--- config.mk ---
export PLATFORM = sky130hd
export DESIGN_NAME = stopwatch_timer_pool_top_flat
export DESIGN_NICKNAME = d
export VERILOG_FILES = /design/src/rtl/core/stwp_pkg.sv /design/src/rtl/core/stwp_if.sv /design/src/rtl/core/stwp_alloc.sv /design/src/rtl/core/stwp_slot_mem.sv /design/src/rtl/core/stwp_count.sv /design/src/rtl/core/stopwatch_timer_pool_top.sv /design/src/flat_wrapper.sv
export SDC_FILE = /design/constraint.sdc
export NUM_CORES = 1
export LEC_CHECK = 0
export BUFFER_PORTS_ARGS = -buffer_cell sky130_fd_sc_hd__clkbuf_2
export CAP_MARGIN = 0
export CORE_ASPECT_RATIO = 2
export CORE_MARGIN = 8
export CORE_UTILIZATION = 57
export CTS_BUF_LIST = sky130_fd_sc_hd__clkbuf_4
export DETAILED_ROUTE_END_ITERATION = 12
export GPL_TIMING_DRIVEN = 0
export PLACE_DENSITY = 0.74
export RECOVER_POWER = 25
export SYNTH_ARGS = -nofsm -noshare
export SYNTH_HDL_FRONTEND = slang
export SYNTH_HIERARCHICAL = 1
export SYNTH_SLANG_ARGS = --single-unit
--- constraint.sdc ---
create_clock -name clk -period 9.5 [get_ports clk]
set_input_delay 0.475 -clock clk [delete_from_list [all_inputs] [get_ports clk]]
set_output_delay 0.475 -clock clk [all_outputs]
set_load 0.03 [all_outputs]
--- src/rtl/core/stwp_pkg.sv ---
// Shared types and constants for the stopwatch timer pool.
// No dependencies; every other file of the block imports this package.
`timescale 1ns / 1ps

package stwp_pkg;

    localparam int POOL_SIZE_DEF = 8;
    localparam int ID_W          = 8;
    localparam int TIME_W        = 32;
    localparam int OP_W          = 2;
    localparam int ST_W          = 2;

    typedef enum logic [OP_W-1:0] {
        OP_START   = 2'd0,
        OP_QUERY   = 2'd1,
        OP_RESTART = 2'd2,
        OP_CLOSE   = 2'd3
    } op_t;

    typedef enum logic [ST_W-1:0] {
        ST_OK      = 2'd0,
        ST_FULL    = 2'd1,
        ST_INVALID = 2'd2
    } status_t;

    typedef enum logic [1:0] {
        S_IDLE = 2'd0,
        S_READ = 2'd1,
        S_CALC = 2'd2
    } state_t;

    // Slot command toward the active-flag bank.
    typedef struct packed {
        logic       set_en;
        logic       clr_en;
        logic [5:0] idx;
    } alloc_cmd_t;

    // Slot command toward the timer memories.
    typedef struct packed {
        logic       rd_en;
        logic       wr_timeout;
        logic       wr_checkpoint;
        logic [5:0] addr;
    } mem_cmd_t;

    // Index width for a pool of n slots, at least one bit.
    function automatic int idx_w(input int n);
        idx_w = (n > 1) ? $clog2(n) : 1;
    endfunction

endpackage

--- src/rtl/core/stwp_if.sv ---
// Request and response channel interfaces of the stopwatch timer pool.
// Depends on stwp_pkg for field widths.
`timescale 1ns / 1ps

interface stwp_req_if;
    import stwp_pkg::*;

    logic              valid;
    logic              ready;
    logic [OP_W-1:0]   operation;
    logic [ID_W-1:0]   timer_id;
    logic [TIME_W-1:0] timeout_ms;
    logic [TIME_W-1:0] now_ms;

    modport source (output valid, operation, timer_id, timeout_ms, now_ms, input ready);
    modport sink   (input valid, operation, timer_id, timeout_ms, now_ms, output ready);
endinterface

interface stwp_rsp_if;
    import stwp_pkg::*;

    logic              valid;
    logic              ready;
    logic [ST_W-1:0]   status;
    logic [ID_W-1:0]   slot_granted;
    logic [TIME_W-1:0] count_value;

    modport source (output valid, status, slot_granted, count_value, input ready);
    modport sink   (input valid, status, slot_granted, count_value, output ready);
endinterface

--- src/rtl/core/stwp_alloc.sv ---
// Active-flag bank of the timer pool with a lowest-free-slot encoder.
// Depends on stwp_pkg.
`timescale 1ns / 1ps

module stwp_alloc #(
    parameter int POOL_SIZE = stwp_pkg::POOL_SIZE_DEF
) (
    input  logic                                     clk,
    input  logic                                     rst_n,
    input  stwp_pkg::alloc_cmd_t                     cmd,
    input  logic [stwp_pkg::idx_w(POOL_SIZE)-1:0]    look_idx,
    output logic                                     look_active,
    output logic                                     free_found,
    output logic [stwp_pkg::idx_w(POOL_SIZE)-1:0]    free_idx
);
    import stwp_pkg::*;

    localparam int IdxW = idx_w(POOL_SIZE);

    logic [POOL_SIZE-1:0] active_reg;
    logic [POOL_SIZE-1:0] active_next;
    logic [IdxW-1:0]      cmd_idx;

    assign cmd_idx = cmd.idx[IdxW-1:0];

    // Apply claim or release to one flag
    always_comb
    begin
        active_next = active_reg;
        if (cmd.set_en)
        begin
            active_next[cmd_idx] = 1'b1;
        end
        if (cmd.clr_en)
        begin
            active_next[cmd_idx] = 1'b0;
        end
    end

    always_ff @(posedge clk or negedge rst_n)
    begin
        if (!rst_n)
        begin
            active_reg <= '0;
        end
        else
        begin
            active_reg <= active_next;
        end
    end

    // Find the lowest inactive slot
    always_comb
    begin
        free_found = 1'b0;
        free_idx   = '0;
        for (int i = POOL_SIZE - 1; i >= 0; i--)
        begin
            if (!active_reg[i])
            begin
                free_found = 1'b1;
                free_idx   = IdxW'(i);
            end
        end
    end

    assign look_active = active_reg[look_idx];

endmodule

--- src/rtl/core/stwp_slot_mem.sv ---
// Timeout and checkpoint memories of the timer pool, with registered read data.
// Depends on stwp_pkg.
`timescale 1ns / 1ps

module stwp_slot_mem #(
    parameter int POOL_SIZE = stwp_pkg::POOL_SIZE_DEF
) (
    input  logic                         clk,
    input  stwp_pkg::mem_cmd_t           cmd,
    input  logic [stwp_pkg::TIME_W-1:0]  wr_timeout,
    input  logic [stwp_pkg::TIME_W-1:0]  wr_checkpoint,
    output logic [stwp_pkg::TIME_W-1:0]  rd_timeout,
    output logic [stwp_pkg::TIME_W-1:0]  rd_checkpoint
);
    import stwp_pkg::*;

    localparam int IdxW = idx_w(POOL_SIZE);

    logic [TIME_W-1:0] timeout_mem    [POOL_SIZE];
    logic [TIME_W-1:0] checkpoint_mem [POOL_SIZE];
    logic [TIME_W-1:0] rd_timeout_reg;
    logic [TIME_W-1:0] rd_checkpoint_reg;
    logic [IdxW-1:0]   addr;

    assign addr = cmd.addr[IdxW-1:0];

    // Write stamps; data read from free slots is never used in a response
    always_ff @(posedge clk)
    begin
        if (cmd.wr_timeout)
        begin
            timeout_mem[addr] <= wr_timeout;
        end
        if (cmd.wr_checkpoint)
        begin
            checkpoint_mem[addr] <= wr_checkpoint;
        end
    end

    // Register read data
    always_ff @(posedge clk)
    begin
        if (cmd.rd_en)
        begin
            rd_timeout_reg    <= timeout_mem[addr];
            rd_checkpoint_reg <= checkpoint_mem[addr];
        end
    end

    assign rd_timeout    = rd_timeout_reg;
    assign rd_checkpoint = rd_checkpoint_reg;

endmodule

--- src/rtl/core/stwp_count.sv ---
// Elapsed and remaining time arithmetic of the timer pool, one register stage.
// Depends on stwp_pkg.
`timescale 1ns / 1ps

module stwp_count (
    input  logic                         clk,
    input  logic                         load,
    input  logic [stwp_pkg::TIME_W-1:0]  now_ms,
    input  logic [stwp_pkg::TIME_W-1:0]  checkpoint,
    input  logic [stwp_pkg::TIME_W-1:0]  timeout,
    output logic [stwp_pkg::TIME_W-1:0]  count
);
    import stwp_pkg::*;

    logic [TIME_W-1:0] elapsed_reg;
    logic [TIME_W-1:0] limit_reg;
    logic [TIME_W:0]   remain;

    // Hold elapsed time (modulo wrap) and the limit
    always_ff @(posedge clk)
    begin
        if (load)
        begin
            elapsed_reg <= now_ms - checkpoint;
            limit_reg   <= timeout;
        end
    end

    // Borrow out of limit minus elapsed marks an expired countdown
    assign remain = {1'b0, limit_reg} - {1'b0, elapsed_reg};

    always_comb
    begin
        priority if (limit_reg == '0)
        begin
            count = elapsed_reg;
        end
        else if (remain[TIME_W] || (remain == '0))
        begin
            count = '0;
        end
        else
        begin
            count = remain[TIME_W-1:0];
        end
    end

endmodule

--- src/rtl/core/stopwatch_timer_pool_top.sv ---
// Top level of the stopwatch timer pool: request decode, sequencer, output register.
// Depends on stwp_pkg, stwp_if, stwp_alloc, stwp_slot_mem, stwp_count.
//
//  Port  Dir  Word carried
//  ----  ---  ---------------------------------------------------
//  req   in   operation, timer_id, timeout_ms, now_ms
//  rsp   out  status, slot_granted, count_value
//
// A request word passes three steps: decode and memory access, elapsed-time
// subtract, remaining-time compare. The slot memories' single access port and
// this sequence admit no new request until the previous word has left the sequencer.
// Reset clears all active flags at once; no clearing pass is needed.
// A word waiting in the output register does not block the next request;
// a stalled rsp holds the sequencer in its last step until the register frees.
`timescale 1ns / 1ps

module stopwatch_timer_pool_top #(
    parameter int POOL_SIZE = stwp_pkg::POOL_SIZE_DEF
) (
    input  logic         clk,
    input  logic         rst_n,
    stwp_req_if.sink     req,
    stwp_rsp_if.source   rsp
);
    import stwp_pkg::*;

    localparam int IdxW = idx_w(POOL_SIZE);

    state_t            state_reg;
    state_t            state_next;
    logic              accept;
    op_t               op;
    logic              id_ok;
    logic [IdxW-1:0]   id_idx;
    logic              look_active;
    logic              free_found;
    logic [IdxW-1:0]   free_idx;
    alloc_cmd_t        alloc_cmd;
    mem_cmd_t          mem_cmd;
    logic [TIME_W-1:0] rd_timeout;
    logic [TIME_W-1:0] rd_checkpoint;
    logic [TIME_W-1:0] count;
    logic              out_load;

    status_t           dec_status;
    logic [ID_W-1:0]   dec_granted;
    logic              dec_query;

    status_t           status_reg;
    logic [ID_W-1:0]   granted_reg;
    logic              query_reg;
    logic [TIME_W-1:0] now_reg;

    logic              rsp_valid_reg;
    logic [ST_W-1:0]   rsp_status_reg;
    logic [ID_W-1:0]   rsp_granted_reg;
    logic [TIME_W-1:0] rsp_count_reg;

    assign req.ready = (state_reg == S_IDLE);
    assign accept    = req.valid && req.ready;
    assign op        = op_t'(req.operation);
    assign id_ok     = ({1'b0, req.timer_id} < (ID_W + 1)'(POOL_SIZE));
    assign id_idx    = req.timer_id[IdxW-1:0];

    // Decode the request against the active flags
    always_comb
    begin
        dec_status  = ST_OK;
        dec_granted = '0;
        dec_query   = 1'b0;
        alloc_cmd   = '0;
        mem_cmd     = '0;
        mem_cmd.addr = 6'(id_idx);
        unique case (op)
            OP_START:
            begin
                mem_cmd.addr = 6'(free_idx);
                if (free_found)
                begin
                    dec_granted           = {{(ID_W - IdxW){1'b0}}, free_idx};
                    alloc_cmd.set_en      = accept;
                    alloc_cmd.idx         = 6'(free_idx);
                    mem_cmd.wr_timeout    = accept;
                    mem_cmd.wr_checkpoint = accept;
                end
                else
                begin
                    dec_status = ST_FULL;
                end
            end
            OP_QUERY:
            begin
                mem_cmd.rd_en = accept;
                if (id_ok && look_active)
                begin
                    dec_query = 1'b1;
                end
                else
                begin
                    dec_status = ST_INVALID;
                end
            end
            OP_RESTART:
            begin
                if (id_ok)
                begin
                    mem_cmd.wr_checkpoint = accept;
                end
                else
                begin
                    dec_status = ST_INVALID;
                end
            end
            OP_CLOSE:
            begin
                if (id_ok)
                begin
                    alloc_cmd.clr_en = accept;
                    alloc_cmd.idx    = 6'(id_idx);
                end
                else
                begin
                    dec_status = ST_INVALID;
                end
            end
            default:
            begin
                dec_status = ST_INVALID;
            end
        endcase
    end

    stwp_alloc #(
        .POOL_SIZE (POOL_SIZE)
    ) u_alloc (
        .clk         (clk),
        .rst_n       (rst_n),
        .cmd         (alloc_cmd),
        .look_idx    (id_idx),
        .look_active (look_active),
        .free_found  (free_found),
        .free_idx    (free_idx)
    );

    stwp_slot_mem #(
        .POOL_SIZE (POOL_SIZE)
    ) u_slot_mem (
        .clk           (clk),
        .cmd           (mem_cmd),
        .wr_timeout    (req.timeout_ms),
        .wr_checkpoint (req.now_ms),
        .rd_timeout    (rd_timeout),
        .rd_checkpoint (rd_checkpoint)
    );

    stwp_count u_count (
        .clk        (clk),
        .load       (state_reg == S_READ),
        .now_ms     (now_reg),
        .checkpoint (rd_checkpoint),
        .timeout    (rd_timeout),
        .count      (count)
    );

    // Hold decoded request fields for the later steps
    always_ff @(posedge clk)
    begin
        if (accept)
        begin
            status_reg  <= dec_status;
            granted_reg <= dec_granted;
            query_reg   <= dec_query;
            now_reg     <= req.now_ms;
        end
    end

    // Sequencer
    always_ff @(posedge clk or negedge rst_n)
    begin
        if (!rst_n)
        begin
            state_reg <= S_IDLE;
        end
        else
        begin
            state_reg <= state_next;
        end
    end

    always_comb
    begin
        state_next = state_reg;
        out_load   = 1'b0;
        unique case (state_reg)
            S_IDLE:
            begin
                if (accept)
                begin
                    state_next = S_READ;
                end
            end
            S_READ:
            begin
                state_next = S_CALC;
            end
            S_CALC:
            begin
                if (!rsp_valid_reg || rsp.ready)
                begin
                    out_load   = 1'b1;
                    state_next = S_IDLE;
                end
            end
            default:
            begin
                state_next = S_IDLE;
            end
        endcase
    end

    // Output register
    always_ff @(posedge clk or negedge rst_n)
    begin
        if (!rst_n)
        begin
            rsp_valid_reg <= 1'b0;
        end
        else if (out_load)
        begin
            rsp_valid_reg <= 1'b1;
        end
        else if (rsp.ready)
        begin
            rsp_valid_reg <= 1'b0;
        end
    end

    always_ff @(posedge clk)
    begin
        if (out_load)
        begin
            rsp_status_reg  <= status_reg;
            rsp_granted_reg <= granted_reg;
            rsp_count_reg   <= query_reg ? count : '0;
        end
    end

    assign rsp.valid        = rsp_valid_reg;
    assign rsp.status       = rsp_status_reg;
    assign rsp.slot_granted = rsp_granted_reg;
    assign rsp.count_value  = rsp_count_reg;

endmodule

--- src/flat_wrapper.sv ---
// flat-port wrapper written by rule: the top's interface ports become plain ports
module stopwatch_timer_pool_top_flat import stwp_pkg::*;
#(
    parameter int POOL_SIZE = stwp_pkg::POOL_SIZE_DEF
)
  (clk, rst_n, req_valid, req_operation, req_timer_id, req_timeout_ms, req_now_ms, req_ready, rsp_valid, rsp_status, rsp_slot_granted, rsp_count_value, rsp_ready);
  stwp_req_if req_i ();
  stwp_rsp_if rsp_i ();
  input  logic clk;
  input  logic rst_n;
  input wire logic [$bits(req_i.valid)-1:0] req_valid;
  input wire logic [$bits(req_i.operation)-1:0] req_operation;
  input wire logic [$bits(req_i.timer_id)-1:0] req_timer_id;
  input wire logic [$bits(req_i.timeout_ms)-1:0] req_timeout_ms;
  input wire logic [$bits(req_i.now_ms)-1:0] req_now_ms;
  output wire logic [$bits(req_i.ready)-1:0] req_ready;
  output wire logic [$bits(rsp_i.valid)-1:0] rsp_valid;
  output wire logic [$bits(rsp_i.status)-1:0] rsp_status;
  output wire logic [$bits(rsp_i.slot_granted)-1:0] rsp_slot_granted;
  output wire logic [$bits(rsp_i.count_value)-1:0] rsp_count_value;
  input wire logic [$bits(rsp_i.ready)-1:0] rsp_ready;
  assign req_i.valid = req_valid;
  assign req_i.operation = req_operation;
  assign req_i.timer_id = req_timer_id;
  assign req_i.timeout_ms = req_timeout_ms;
  assign req_i.now_ms = req_now_ms;
  assign req_ready = req_i.ready;
  assign rsp_valid = rsp_i.valid;
  assign rsp_status = rsp_i.status;
  assign rsp_slot_granted = rsp_i.slot_granted;
  assign rsp_count_value = rsp_i.count_value;
  assign rsp_i.ready = rsp_ready;
  stopwatch_timer_pool_top #(.POOL_SIZE(POOL_SIZE)) u_core (.clk(clk), .rst_n(rst_n), .req(req_i), .rsp(rsp_i));
endmodule
; ---- Yosys cells after proc, flatten, opt, wreduce, memory -nomap -nowiden
; Memory sizes are Yosys's and may differ from the RTL's. A register that Yosys moved wholly into a read port is not among the register bits.
; Cells that the tools add are included.
[word_totals]
regBits = 160
ramBits = 512
output_inout_bits = 44
latch_bits = 0
memories = 2
romBits = 0
[op_classes]
n_mul = 0
n_bitwise = 3
reduce_logical = 14
n_eq_ne = 7
addsub = 2
n_shift = 0
mux = 52
n_lt_le_gt_ge = 4
div = 0
[mem_list]
columns = memory, depth, width, rd, rd_clocked_by_memory_dff, write_ports, line
row1 = u_core.u_slot_mem.checkpoint_mem, 8, 32, 1, 1, 1, stwp_slot_mem.sv:20  ; logic [TIME_W-1:0] checkpoint_mem [POOL_SIZE];
row2 = u_core.u_slot_mem.timeout_mem, 8, 32, 1, 1, 1, stwp_slot_mem.sv:19  ; logic [TIME_W-1:0] timeout_mem [POOL_SIZE];
[op_table]
columns = cell, count
row1 = 32-bit 2-to-1 mux, 2
row2 = 33-bit logical NOT, 1
row3 = 32-bit by 32-bit subtractor with 33-bit output, 1
row4 = 32-bit logical NOT, 1
row5 = 32-bit subtractor, 1
row6 = 3-bit 2-to-1 mux, 10
row7 = 1-bit 2-to-1 mux, 26
row8 = 8-bit 2-to-1 mux, 2
row9 = 2-bit case mux with 3 select lines, 2
row10 = 2-bit 2-to-1 mux, 5
row11 = 8-bit AND, 1
row12 = "3-bit by 4-bit < comparator with 1-bit output, second input constant", 2
row13 = "8-bit by 4-bit < comparator with 1-bit output, second input constant", 1
row14 = 8-bit NOT, 1
row15 = 8-bit bitwise OR, 1
row16 = 7-bit 2-to-1 mux, 1
row17 = "2-bit equality test, second input constant", 3
row18 = 3-bit case mux with 2 select lines, 1
row19 = "2-bit by 1-bit equality test with 1-bit output, second input constant", 2
row20 = 2-bit logical NOT, 2
row21 = 2-bit AND reduction, 2
row22 = 1-bit binary-select mux with 3-bit select, 1
row23 = 1-bit demux with 3-bit select, 1
row24 = "3-bit by 1-bit >= comparator with 1-bit output, second input constant", 1
row25 = 8 further kinds, 11

; ---- Logic depth before layout (Yosys ltp)
; Gate-level depths: netlist (run 1).
[logic_depth]
depth_word = 18
depth_mapped = 14

; ---- Cells and area by module
; The synthesis (run 1) kept the hierarchy.
[by_module_without_submodules]
columns = module, area_each_um2, cells_each, n_inst
row1 = stwp_slot_mem, 21473.1, 829, 1
row2 = stwp_count, 5651.7, 598, 1
row3 = stopwatch_timer_pool_top, 2906.5, 160, 1
row4 = stwp_alloc, 494.2, 52, 1

; ---- Worst setup path before layout (run 1)
; Ideal clock, no wire load.
[synth_path]
kind = in2reg
from = in req_valid
to = mem u_core.u_slot_mem.checkpoint_mem[4][0], enable pin
setup_slack_ns = 4.639
path_stages = 5
path_buffers = 0
t_arrival_ns = 4.400
setup_time_ns = 0.461
path_cell_list = nor3b_4 -> and3_4 -> a31o_1 -> nand2_1 -> nor3_1
[synth_rtl]
columns = item, line
row1 = "start, declared", flat_wrapper.sv:11  ; input wire logic [$bits(req_i.valid)-1:0] req_valid;
row2 = "end, declared", stwp_slot_mem.sv:20

==> run metrics, run 1 <==
status=complete, no violations; Slew HR=32.6%; Synth Register Bits=726; Synth area leader=edfxtp_1; Post-Syn Area=30500 um^2; min cycle time layout=4.22 ns; max-slew violation count=0; Peak VDD IR=0.118 mV; initial antenna violation count=3; Final Net Count=2165; Flop pwr share=50.8%; top cells by count, synth=715 x edfxtp_1, 123 x mux4_2, 79 x inv_1; sequential cell area fraction in the yosys report=71.2%; Total Die Area=61700 um^2; Clock Latency Late Sink=0.92 ns; crit-path cells=nand4_1, a41oi_1, mux2_2, buf_2, buf_2, clkbuf_1, nand2_1, nor3_2, buf_6, buf_6; root buf cell=clkbuf_4; row count=120; first-pass GRT wire length=106000 um; worst slew pin tran=1.01 ns; Starting Density=57.3%; Tot GR Track Use=23.0%; CP Launch Type=flop; Buffers on Ports=116; Area Overhead vs Synth=15.2%; sw frac=27.6%; Critical Path RT=10.08 ns; largest net degree at the start of global routing=55; grt ovf=0; Longest Clk Path Bufs=3; P_int=5450 uW; Post-synth ARST share=1.52%; Avg Cell Area, Syn=18.6 um^2; CP max FO=10; residual DRC count=0; Clock Sinks=726; Final Non-Filler Cells=2798; Post-Route WL=69500 um; Comb pwr share=19.2%; Via density=5.92; clock slew at reported path FFs=0.07 ns; Hold Path Class=in -> reg; Main synth FF type=edfxtp_1; count leader, synth=edfxtp_1; clock buffer count from CTS=155; Top Registers=u_core/u_slot_mem/checkpoint_mem x256, u_core/u_slot_mem/timeout_mem x256; io pins=122; mean routed wirelength per cell=24.8 um; Final Cycle Share=44.4%; largest cells by area after synthesis=edfxtp_1 70%, mux4_2 9.1%, ha_1 2.7%, mux2_4 2.5%, xnor2_1 1.0%; Psw=2080 uW; Yosys cell types=77; Final Skew=0.0638 ns; DP HPWL=48200 um; pwr dens=214 nW/um^2; final setup vio count=0; worst hold stages=4; drt pass-1 iters=6; max frequency=237 MHz; DIE WIDTH=180 um; unrepaired setup endpoints after global routing=false; final hold vios=0; die outline height=343 um; slowest stage delay, CP=0.74 ns; CTS tree=yes; critical path class=reg -> reg; layout cell share with drive strength beyond 1=27.8%; Antenna Violating Nets Remaining=0; R2R cell count=10; fin util=66.0%; Hold Worst Slack=0.124 ns; core box area=53300 um^2; Yosys top cell area share=70.3%; Synth Instances=1639; Ys Warns=6; Post-synth EDFFs=715; Setup crit end kind=flop; leakage=0.0125 uW; placed cell count=2462; Vias=16.6k; CP arrival=4.80 ns; setup TNS=0 ns; Crit-path slowest cell=nor3_2; Clock power frac=30.0%; GPL Wtd Cong=0.910; Max-Cap Viols=0; vias in the first global route=17.9k; Overall Power=7530 uW; Starting DRT DRC Count=1139; CTS H-tree lvls=4
-- stage by stage --
step	setup WS, ns	area, um^2
2_1_floorplan	4.64	30500
3_3_place_gp	1.04	32000
3_5_place_dp	5.13	32600
4_1_cts	5.36	35200
5_1_grt	5.17	35200
6_report	5.28	35200
-- worst max-delay path: cells and delay by family (launching register included) --
kind	cells	cell delay, ns
AOI/OAI and AO/OA	1	0.23
DFF	1	0.43
buffers and inverters	5	1.75
and+or+nand+nor	3	1.26
muxes	1	0.19
-- final timing paths --
| path | startpoint | end | slack (ns) |
|---|---|---|---|
| worst max register to register | u_core/u_alloc/active_reg[2]$_DFF_PN0_ | u_core/u_slot_mem/checkpoint_mem[4][18]$_DFFE_PP_ | 5.28 |
| min in group asynchronous | rst_n | u_core/u_alloc/active_reg[7]$_DFF_PN0_ | 0.65 |
| max in group asynchronous | rst_n | u_core/state_reg[0]$_DFFE_PN0P_ | 8.46 |
| worst max-delay path | u_core/u_alloc/active_reg[2]$_DFF_PN0_ | u_core/u_slot_mem/checkpoint_mem[4][18]$_DFFE_PP_ | 5.28 |
| worst min register to register | u_core/u_slot_mem/rd_timeout[23]$_DFFE_PP_ | u_core/u_count/limit_reg[23]$_DFFE_PP_ | 0.39 |
| worst min-delay path | req_operation[0] | u_core/status_reg[1]$_DFFE_PN_ | 0.12 |
-- logic make-up (layout without fill, tap and decap cells) --
kind of cell | Yosys count | in the layout | share of synthesized area, %
buffers and inverters | 139 | 621 | 2.28
muxes | 199 | 199 | 12.8
adders and majority gates | 69 | 69 | 2.88
other | 1 | 7 | 0.0123
AOI/OAI and AO/OA | 224 | 224 | 5.12
DFF | 726 | 726 | 71.2
and+or+nand+nor | 228 | 228 | 4.11
xor gates and xnor gates | 53 | 53 | 1.52
-- cell type report --
type	instances	area [um^2]
fill	3579	18100
clock inverter	60	373
timing repair buffer	218	1770
tap	671	840
buffer	60	400
inverter	79	297
sequential	726	21700
clock buffer	204	1530
multi-input combinational	778	8220
antenna	2	5.00
-- per-layer routing --
metal | track usage, % | part of all wire (%) | vias up
met2 | 42.1 | 54 | 584
li1 | - | - | 7420
met5 | 0 | 0.019 | -
met3 | 4.20 | 5.0 | 187
met1 | 24.4 | 36 | 8358
met4 | 13.8 | 5.5 | 2
-- power by group through the flow --
stage	clock network [uW]	registers (uW)	logic [uW]
2_1_floorplan	0	3910	953
3_3_place_gp	0	3900	1370
3_5_place_dp	0	3890	1430
4_1_cts	2340	3820	1460
5_1_grt	2470	3830	1560
6_report	2260	3820	1450
-- layout by cell type (no fill, tap or decap), types with 38 or more instances in the layout --
cell / count
edfxtp_1: 715
clkbuf_4: 204
mux4_2: 123
inv_1: 79
clkbuf_1: 77
dlygate4sd3_1: 70
ha_1: 67
clkbuf_2: 65
a21oi_1: 60
mux2_4: 50
nand2_1: 38
-- timing repair --
item	4_1_cts	5_1_grt
hold endpoints to repair	565	0
gates resized for setup	0	0
buffers inserted	0	0
hold buffers	70	0
setup endpoints to repair	0	0
Note: power is estimated with default switching activity, not from simulation.
==> run 2, diff against run 1 <==
- ABC_AREA: not set -> 1
- clock period: 9.5 -> 4.1 ns (I/O delays scaled with it)
==> run metrics, run 2 <==
status=complete, no violations (unchanged); initial antenna violation count=6 (was 3); Final Non-Filler Cells=4710 (was 2798); Critical Path RT=4.64 ns (was 10.08 ns); Synth Register Bits=726 (unchanged); Synth Instances=3446 (was 1639); clock buffer count from CTS=154 (was 155); area of the multi-input gates=10400 um^2 (was 8220 um^2); Vias=24.7k (was 16.6k); critical path class=reg -> reg (unchanged); fin area=38700 um^2 (was 35200 um^2); Synth Area in Compound Gates=2.15% (was 5.12%); Area Overhead vs Synth=14.4% (was 15.2%); max-slew violation count=0 (unchanged); unrepaired setup endpoints after global routing=false (unchanged); grt ovf=0 (unchanged); largest net degree at the start of global routing=40 (was 55); row count=126 (was 120); max frequency=280 MHz (was 237 MHz); CTS resizes=0 (unchanged); slowest stage delay, CP=0.60 ns (was 0.74 ns); crit-path cells=nand2_1, nand3_1, a31oi_1, nand2_1, nand2_1, buf_2, inv_2, buf_2, buf_2, nand3_1, nor2_4, buf_16 (was nand4_1, a41oi_1, mux2_2, buf_2, buf_2, clkbuf_1, nand2_1, nor3_2, buf_6, buf_6); Buffers on Ports=116 (unchanged); first-pass GRT wire length=136000 um (was 106000 um); Yosys top cell area share=63.5% (was 70.3%); DIE WIDTH=188 um (was 180 um); Synth area leader=edfxtp_1 (unchanged); largest cells by area after synthesis=edfxtp_1 64%, nand2_1 20%, inv_1 3.2%, ha_1 2.5%, nor2_1 1.3% (was edfxtp_1 70%, mux4_2 9.1%, ha_1 2.7%, mux2_4 2.5%, xnor2_1 1.0%); Post-synth EDFFs=715 (unchanged); Post-synth ARST share=1.52% (unchanged); layout cell share with drive strength beyond 1=12.9% (was 27.8%); top cells by count, synth=1786 x nand2_1, 715 x edfxtp_1, 285 x inv_1 (was 715 x edfxtp_1, 123 x mux4_2, 79 x inv_1); GR peak layer=met2 (unchanged); root buf cell=clkbuf_4 (unchanged); Clock Latency Late Sink=0.90 ns (was 0.92 ns); fin util=65.7% (was 66.0%); mean routed wirelength per cell=19.3 um (was 24.8 um); GPL Wtd Cong=0.962 (was 0.910); simple-gate area share of the yosys netlist=24.5% (was 4.11%); sequential cell area fraction in the yosys report=64.3% (was 71.2%); pwr dens=467 nW/um^2 (was 214 nW/um^2); Starting Density=57.5% (was 57.3%); Top Family by Delay on Critical Path=buffers and inverters (unchanged); CP arrival=4.11 ns (was 4.80 ns); drt pass-1 iters=5 (was 6); Peak VDD IR=0.275 mV (was 0.118 mV); io pins=122 (unchanged); Via density=5.25 (was 5.92); DP HPWL=65000 um (was 48200 um); Avg Cell Area, Syn=9.81 um^2 (was 18.6 um^2); Setup crit end kind=flop (unchanged); met1 Usage GRT=26.7% (was 24.4%); commonest non-fill, non-tap cell in the layout=nand2_1 (was edfxtp_1); Ys Warns=6 (unchanged); GRT met3 Usage=4.43% (was 4.20%); clock slew at reported path FFs=0.07 ns (about the same); die outline height=360 um (was 343 um); Antenna Violating Nets Remaining=0 (unchanged); mux contribution to synthesized area=0% (was 12.8%); count leader, synth=nand2_1 (was edfxtp_1); Final Net Count=3971 (was 2165); Clock Sinks=726 (unchanged); Yosys cell types=51 (was 77); Starting DRT DRC Count=1727 (was 1139); final hold vios=0 (unchanged); adder-cell share of the synthesized area=2.60% (was 2.88%); Total Die Area=67800 um^2 (was 61700 um^2); xor and xnor area share after synthesis=0.959% (was 1.52%); M2 GR Usage=49.4% (was 42.1%); Top Registers=u_core/u_slot_mem/checkpoint_mem x256, u_core/u_slot_mem/timeout_mem x256 (unchanged); largest family of logic cells by synthesized area=simple AND/OR/NAND/NOR gates (was multiplexers); Fillers=4613 (was 3579); commonest non-fill, non-tap cells in the layout=1786 x nand2_1, 715 x edfxtp_1, 285 x inv_1 (was 715 x edfxtp_1, 204 x clkbuf_4, 123 x mux4_2); Slew HR=33.2% (was 32.6%); Final Skew=0.0714 ns (was 0.0638 ns); WP buf/inv=5 (unchanged); placed cell count=4354 (was 2462); worst slew pin tran=1.00 ns (was 1.01 ns); Tot GR Track Use=26.6% (was 23.0%); CP max FO=19 (was 10); CTS tree=yes (unchanged); DP Area=35900 um^2 (was 32600 um^2); Main synth FF type=edfxtp_1 (unchanged); setup TNS=0 ns (unchanged); vias in the first global route=24.6k (was 17.9k); Hold Path Class=in -> reg (unchanged); Final Cycle Share=87.0% (was 44.4%); min cycle time layout=3.57 ns (was 4.22 ns); Post-Syn Area=33800 um^2 (was 30500 um^2); Reg area=21700 um^2 (unchanged); Hold Worst Slack=0.114 ns (was 0.124 ns); Max-Cap Viols=0 (unchanged); leakage=0.0172 uW (was 0.0125 uW); final setup vio count=0 (unchanged); Post-Route WL=90900 um (was 69500 um); residual DRC count=0 (unchanged); CTS H-tree lvls=4 (unchanged); core box area=58800 um^2 (was 53300 um^2); CP Launch Type=flop (unchanged); Longest Clk Path Bufs=3 (unchanged); Crit-path slowest cell=nor2_4 (was nor3_2)
[run 2: cell types whose count changed in the layout (fill, tap and decap cells not counted), sizes merged, moves of 68 or more]
cell / change
inv: +215
nand3: +79
nor2: +80
mux2: -68
mux4: -130
nand2: +1761
[run 2: path summary, 6_finish.rpt]
kind | from | endpoint | slack, ns | cells past startpoint
max in group asynchronous | rst_n | u_core/u_alloc/active_reg[3]$_DFF_PN0_ | 3.27 | 3
hold / removal | req_timer_id[0] | u_core/u_alloc/active_reg[3]$_DFF_PN0_ | 0.11 | 7
min in group asynchronous | rst_n | u_core/state_reg[0]$_DFFE_PN0P_ | 0.40 | 3
setup / recovery | u_core/u_alloc/active_reg[6]$_DFF_PN0_ | u_core/u_slot_mem/checkpoint_mem[5][8]$_DFFE_PP_ | 0.53 | 12
setup reg to reg | u_core/u_alloc/active_reg[6]$_DFF_PN0_ | u_core/u_slot_mem/checkpoint_mem[5][8]$_DFFE_PP_ | 0.53 | 12
hold reg to reg | u_core/u_slot_mem/rd_timeout[15]$_DFFE_PP_ | u_core/u_count/limit_reg[15]$_DFFE_PP_ | 0.35 | 0
[run 2: kinds of logic after synthesis]
family,after synthesis
other,1
DFF,726
adders and majority gates,69
AOI/OAI and AO/OA,132
xor gates and xnor gates,37
buffers and inverters,415
and+or+nand+nor,2066
[run 2: power by group]
part           switching (uW)  internal [uW]  total (uW)
clock network            2660           2640        5310
logic                    2710           1190        3890
registers                 231           8630        8860
total                    5600          12500       18100
[run 2: timing repair]
| action | 4_1_cts | 5_1_grt |
|---|---|---|
| setup buffers | 0 | 0 |
| hold buffers | 82 | 0 |
| endpoints found under the hold margin | 633 | 0 |
[run 2: area by class of cell]
| type | count | area share, % |
|---|---|---|
| flip-flops and latches | 726 | 56.3 |
| well taps | 768 | 2.49 |
| multi-input cells | 2309 | 26.8 |
| clock inverters | 52 | 0.819 |
| clock buffers | 217 | 4.21 |
| repair buffers | 218 | 4.59 |
| inverters | 294 | 2.86 |
| diodes | 5 | 0.0324 |
| plain buffers | 121 | 1.94 |
[run 2: through the flow]
| step | power [uW] | setup slack [ns] |
|---|---|---|
| floorplan | 11500 | 0.162 |
| global placement | 12700 | -1.28 |
| detailed placement | 12800 | 0.617 |
| CTS | 18200 | 0.640 |
| global route | 18900 | 0.445 |
| finish | 18100 | 0.532 |
[run 2: layer usage]
layer	part of all wire, %	vias up
met5	0.029	-
met1	33	11400
met3	6.9	317
met2	53	1061
met4	6.7	4
li1	-	12000
[run 2: worst min-delay path: cells and delay by family]
kind / cells / cell delay [ns]
compound gates: 2 / 0.27
simple gates: 3 / 0.27
buf+inv: 2 / 0.20
